$ cat src/design/assert_macros.svh
// assertion helpers for the block
`ifndef ASSERT_MACROS_SVH
`define ASSERT_MACROS_SVH
// concurrent check clocked on aclk, quiet during reset
`define CHK_ALWAYS(label, clk, rstn, prop, msg) \
    label: assert property (@(posedge clk) disable iff (!rstn) (prop)) else $error(msg);
// implication check, next-cycle form
`define CHK_NEXT(label, clk, rstn, ante, cons, msg) \
    label: assert property (@(posedge clk) disable iff (!rstn) (ante) |=> (cons)) else $error(msg);
`endif

$ cat src/design/npmv_pkg.sv
//------------------------------------------------------------------------------
// npmv_pkg
// shared types and constants of the negacyclic matrix-vector multiplier
//------------------------------------------------------------------------------
`timescale 1ns / 1ps
package npmv_pkg;
    localparam int COEFFS    = 256;
    localparam int RANK      = 3;
    localparam int COEF_BITS = 13;
    localparam int IDX_W     = $clog2(COEFFS);
    localparam int RANK_W    = (RANK > 1) ? $clog2(RANK) : 1;

    typedef enum logic [1:0] {
        OP_LOAD_MAT = 2'd0,
        OP_LOAD_VEC = 2'd1,
        OP_COMPUTE  = 2'd2,
        OP_READ     = 2'd3
    } opcode_t;

    typedef struct packed {
        logic [1:0]  opcode;
        logic [1:0]  row;
        logic [1:0]  col;
        logic [7:0]  coef_index;
        logic        lane;
        logic [15:0] coef_value;
    } in_word_t;

    typedef struct packed {
        logic [1:0]  out_row;
        logic [7:0]  out_index;
        logic [12:0] result_lane0;
        logic [12:0] result_lane1;
    } out_word_t;

    // control from sequencer to the cell row
    typedef struct packed {
        logic                 clear;  // zero the accumulators
        logic                 shift;  // rotate a new vector coefficient in
        logic                 mac;    // accumulate product
    } cell_ctrl_t;
endpackage

$ cat src/design/npmv_cell.sv
//------------------------------------------------------------------------------
// npmv_cell
// one accumulator cell: holds one output coefficient per lane, passes vector
//------------------------------------------------------------------------------
`timescale 1ns / 1ps
module npmv_cell import npmv_pkg::*; (
    input  logic                 aclk,
    input  cell_ctrl_t           ctrl,
    input  logic [COEF_BITS-1:0] mat_coef,
    input  logic [COEF_BITS-1:0] vin0,
    input  logic [COEF_BITS-1:0] vin1,
    output logic [COEF_BITS-1:0] vout0,
    output logic [COEF_BITS-1:0] vout1,
    output logic [COEF_BITS-1:0] acc0,
    output logic [COEF_BITS-1:0] acc1
);
    logic [COEF_BITS-1:0] v0_reg, v1_reg, a0_reg, a1_reg;
    logic [2*COEF_BITS-1:0] p0, p1;

    assign p0 = mat_coef * v0_reg;
    assign p1 = mat_coef * v1_reg;

    // vector tap and accumulators
    always_ff @(posedge aclk) begin
        if (ctrl.shift) begin
            v0_reg <= vin0;
            v1_reg <= vin1;
        end
        if (ctrl.clear) begin
            a0_reg <= '0;
            a1_reg <= '0;
        end else if (ctrl.mac) begin
            a0_reg <= a0_reg + p0[COEF_BITS-1:0];
            a1_reg <= a1_reg + p1[COEF_BITS-1:0];
        end
    end

    assign vout0 = v0_reg;
    assign vout1 = v1_reg;
    assign acc0  = a0_reg;
    assign acc1  = a1_reg;
endmodule

$ cat config.mk
export PLATFORM = sky130hd
export DESIGN_NAME = npmv_cell
export DESIGN_NICKNAME = d
export VERILOG_FILES = /design/src/design/assert_macros.svh /design/src/design/npmv_pkg.sv /design/src/design/npmv_cell.sv
export SDC_FILE = /design/constraint.sdc
export NUM_CORES = 1
export LEC_CHECK = 0
export BUFFER_PORTS_ARGS = -buffer_cell sky130_fd_sc_hd__buf_2
export CAP_MARGIN = 20
export CELL_PAD_IN_SITES_DETAIL_PLACEMENT = 1
export CELL_PAD_IN_SITES_GLOBAL_PLACEMENT = 1
export CORE_UTILIZATION = 45
export DETAILED_ROUTE_END_ITERATION = 8
export GPL_TIMING_DRIVEN = 0
export HOLD_SLACK_MARGIN = 0.03
export PLACE_DENSITY = 0.78
export SYNTH_ARGS = -nofsm -noshare
export SYNTH_HDL_FRONTEND = slang
export SYNTH_SLANG_ARGS = --single-unit
$ cat constraint.sdc
create_clock -name aclk -period 9.6 [get_ports aclk]
set_clock_uncertainty 0.05 [all_clocks]
set_input_delay 2.88 -clock aclk [delete_from_list [all_inputs] [get_ports aclk]]
set_output_delay 2.88 -clock aclk [all_outputs]
set_load 0.02 [all_outputs]
==> impl_metrics.tcl <==
set metrics [dict create \
    status "completed" \
    critPathBufInv 8 \
    via_count 5678 \
    hold_class "reg2reg" \
    powerDensity_nw_per_um2 324 \
    die-area_um2 17300 \
    rsz0062_at_grt "false" \
    syn_avg_cell_area_um2 9.29 \
    leakagePower_uw 0.00438 \
    place_congestion 0.820 \
    crit_chain "buf_2, clkbuf_1, clkbuf_1, nand2_1, fa_1, inv_1, ha_1, fa_1, inv_1, fa_1, inv_1, fa_1, inv_1, fa_1, inv_1, ha_1, nand3_1, or2_2, a311oi_1, xnor2_1, mux2i_1, nor2_1" \
    yosys.area.top_type "fa_1" \
    synthTopCellsByCount "176 x inv_1, 112 x fa_1, 103 x nand2_1, 82 x ha_1, 72 x and2_1" \
    grt-busiest-layer "met2" \
    synthMuxAreaShare_pct 2.65 \
    tightest_slew_ps 800 \
    peakVddDrop_v 0.000183 \
    min_to "acc0[5]" \
    finalHoldViolCount 0 \
    die_h_um 132 \
    cpPeakStageDelay_ps 620 \
    maxCapViolCount 0 \
    grt_pass1_vias 6290 \
    min_path_cells 2 \
    synth-seq-area-share_pct 17.2 \
    grt_usage_pct 24.5 \
    rows 47 \
    synth_xor_area_share_pct 7.88 \
    cts_root_buffer "clkbuf_16" \
    synth.ff_latch_count 52 \
    drive_above_1_share_pct 12.6 \
    syn_inst 814 \
    holdBufCountCts 0 \
    endpoint_kind "register" \
    r2r_slack_ps 3640 \
    setup_viol 0 \
    grt_max_degree 27 \
    synth_top_area_share_pct 29.7 \
    synth_nets 1051 \
    rr_startpoint "vout0[1]" \
    cts_made_buffers 5 \
    final_cells 1133 \
    final_nets 1149 \
    use_met1_pct 32.2 \
    die_x_um 132 \
    crit_arrival_ps 8740 \
    wl_per_cell_um 17.4 \
    syn-cell-area_um2 7560 \
    clock_sinks 52 \
    ctsResizeCount 0 \
    ant_nets 0 \
    num_io_pins 95 \
    drc 0 \
    routed_wl_um 19800 \
    post_cts_buffers 0 \
    grt_overflow 0 \
    cts_tree "yes" \
    clk_pin_slew_ps 80 \
    vias_per_cell 5.01 \
    core_area_um2 16500 \
    post-route-period-util_pct 89.3 \
    use_met3_pct 3.94 \
    grt_pass1_wl_um 32600 \
    port-buffer-count 91 \
    fin_setup_tns_ps 0 \
    yosysMostFrequentCell "inv_1" \
    worstSetupPathType "in2reg" \
    dr.pass1.iters 4 \
    num-fill-cells 1983 \
    fin_hold_ws_ps 475 \
    synthSimpleGateAreaFrac_pct 14.6 \
    reg2reg_to "acc0[11]" \
    r2r_cells 21 \
    synthFlopType "edfxtp_1" \
    cp-startpoint "mat_coef[3]" \
    synth-compound-area-share_pct 4.12 \
    start_util_pct 45.9 \
    post-dp-hpwl_um 16000 \
    crit_fanout 10 \
    synth_top_family_by_area "adder cells" \
    critPathLaunchType "input pin" \
    drtIter0Drc 227 \
    clkLatencyLatePin_ps 310 \
    synth-edff-count 26 \
    synthAdderAreaFrac_pct 43.2 \
    place_inst 1125 \
    synth.distinct_cells 38 \
    required_ps 9760 \
    async_flop_share_pct 0 \
    synth_area_leaders "fa_1 30%, ha_1 14%, edfxtp_1 10%, inv_1 8.7%, dfxtp_1 6.9%" \
    grt_antenna_before_repair 0 \
    antenna_cells 0 \
    finalCriticalPeriod_ps 8570 \
    yosysWarnings 0 \
    drv_slew 0 \
    maxSlewHeadroom_pct 46.6 \
    min_from "acc0[5]" \
    grt_use_met2_pct 41.8 \
    ctsLongestPathBuffers 2 \
    cpMaxStageDelayCell "clkbuf_1" \
    path_delay_family "adder cells" \
    areaGrowthSynthToFinish_pct 12.3 \
    ctsHtreeMaxLevel 2 \
    fmax_ghz 0.117 \
]
==> per-layer routing <==
metal | routed length (um) | vias to the layer above
met3 | 969 | 24
met5 | 0 | -
met1 | 8800 | 2863
met2 | 9590 | 142
met4 | 403 | 0
li1 | - | 2649
==> where the power goes <==
part	total (uW)	switching (uW)	internal, uW	leakage, uW
logic	2180	1190	992	0.00381
clock network	244	98.9	145	0.0000986
registers	321	41.5	280	0.000469
==> cell type report <==
cell class                 count  area [um2]  area share, %
buffer                        28         119           1.40
multi-input combinational    558        5480           64.5
tap                          220         275           3.24
inverter                     176         661           7.78
timing repair buffer          91         455           5.36
sequential                    52        1300           15.3
clock buffer                   8         200           2.36
==> worst min-delay path: cells and delay by family, from the launching register on <==
family | cells | cell delay (ps)
AOI/OAI and AO/OA | 1 | 70
DFF | 1 | 350
and+or+nand+nor | 1 | 70
==> flip-flops by register name, indices dropped and copies added (netlist names) <==
name / flops
acc1: 13
vout0: 13
acc0: 13
vout1: 13
==> logic make-up after synthesis <==
group	after synthesis
AO/OA/AOI/OAI	49
XOR/XNOR	64
adder cells (fa/ha/maj)	194
buffers and inverters	204
flip-flops	52
multiplexers	20
AND/OR/NAND/NOR	231
==> metrics by stage <==
step                      area, um2  power, uW  utilization (%)  worst slack (ps)
after floorplan                7560       2030                -              1800
after global placement         8290       2420             50.4               789
after detailed placement       8290       2520             50.4               697
after CTS                      8490       2780             51.6              1020
after global routing           8490       3080             51.6               822
final                          8490       2750             51.6              1030
==> worst max path at each step <==
stage | to | cells after the start
6_report | acc1[12] | 22
2_1_floorplan | acc1[12] | 21
3_5_place_dp | acc1[12] | 22
3_3_place_gp | acc1[12] | 22
5_1_grt | acc1[12] | 22
4_1_cts | acc1[12] | 22
==> cell usage in the layout, fill, tap and decap left out, drive strengths merged, types with 7 or more instances in the layout <==
master  count
dfxtp      26
ha         82
nand2     105
fa        112
and2       80
a21oi      15
o21ai       8
xnor2      48
a211oi      7
xor2       14
mux2i      20
clkbuf     32
nor2       35
edfxtp     26
buf        95
inv       176
a21o        7
(Power assumes the default switching activity.)
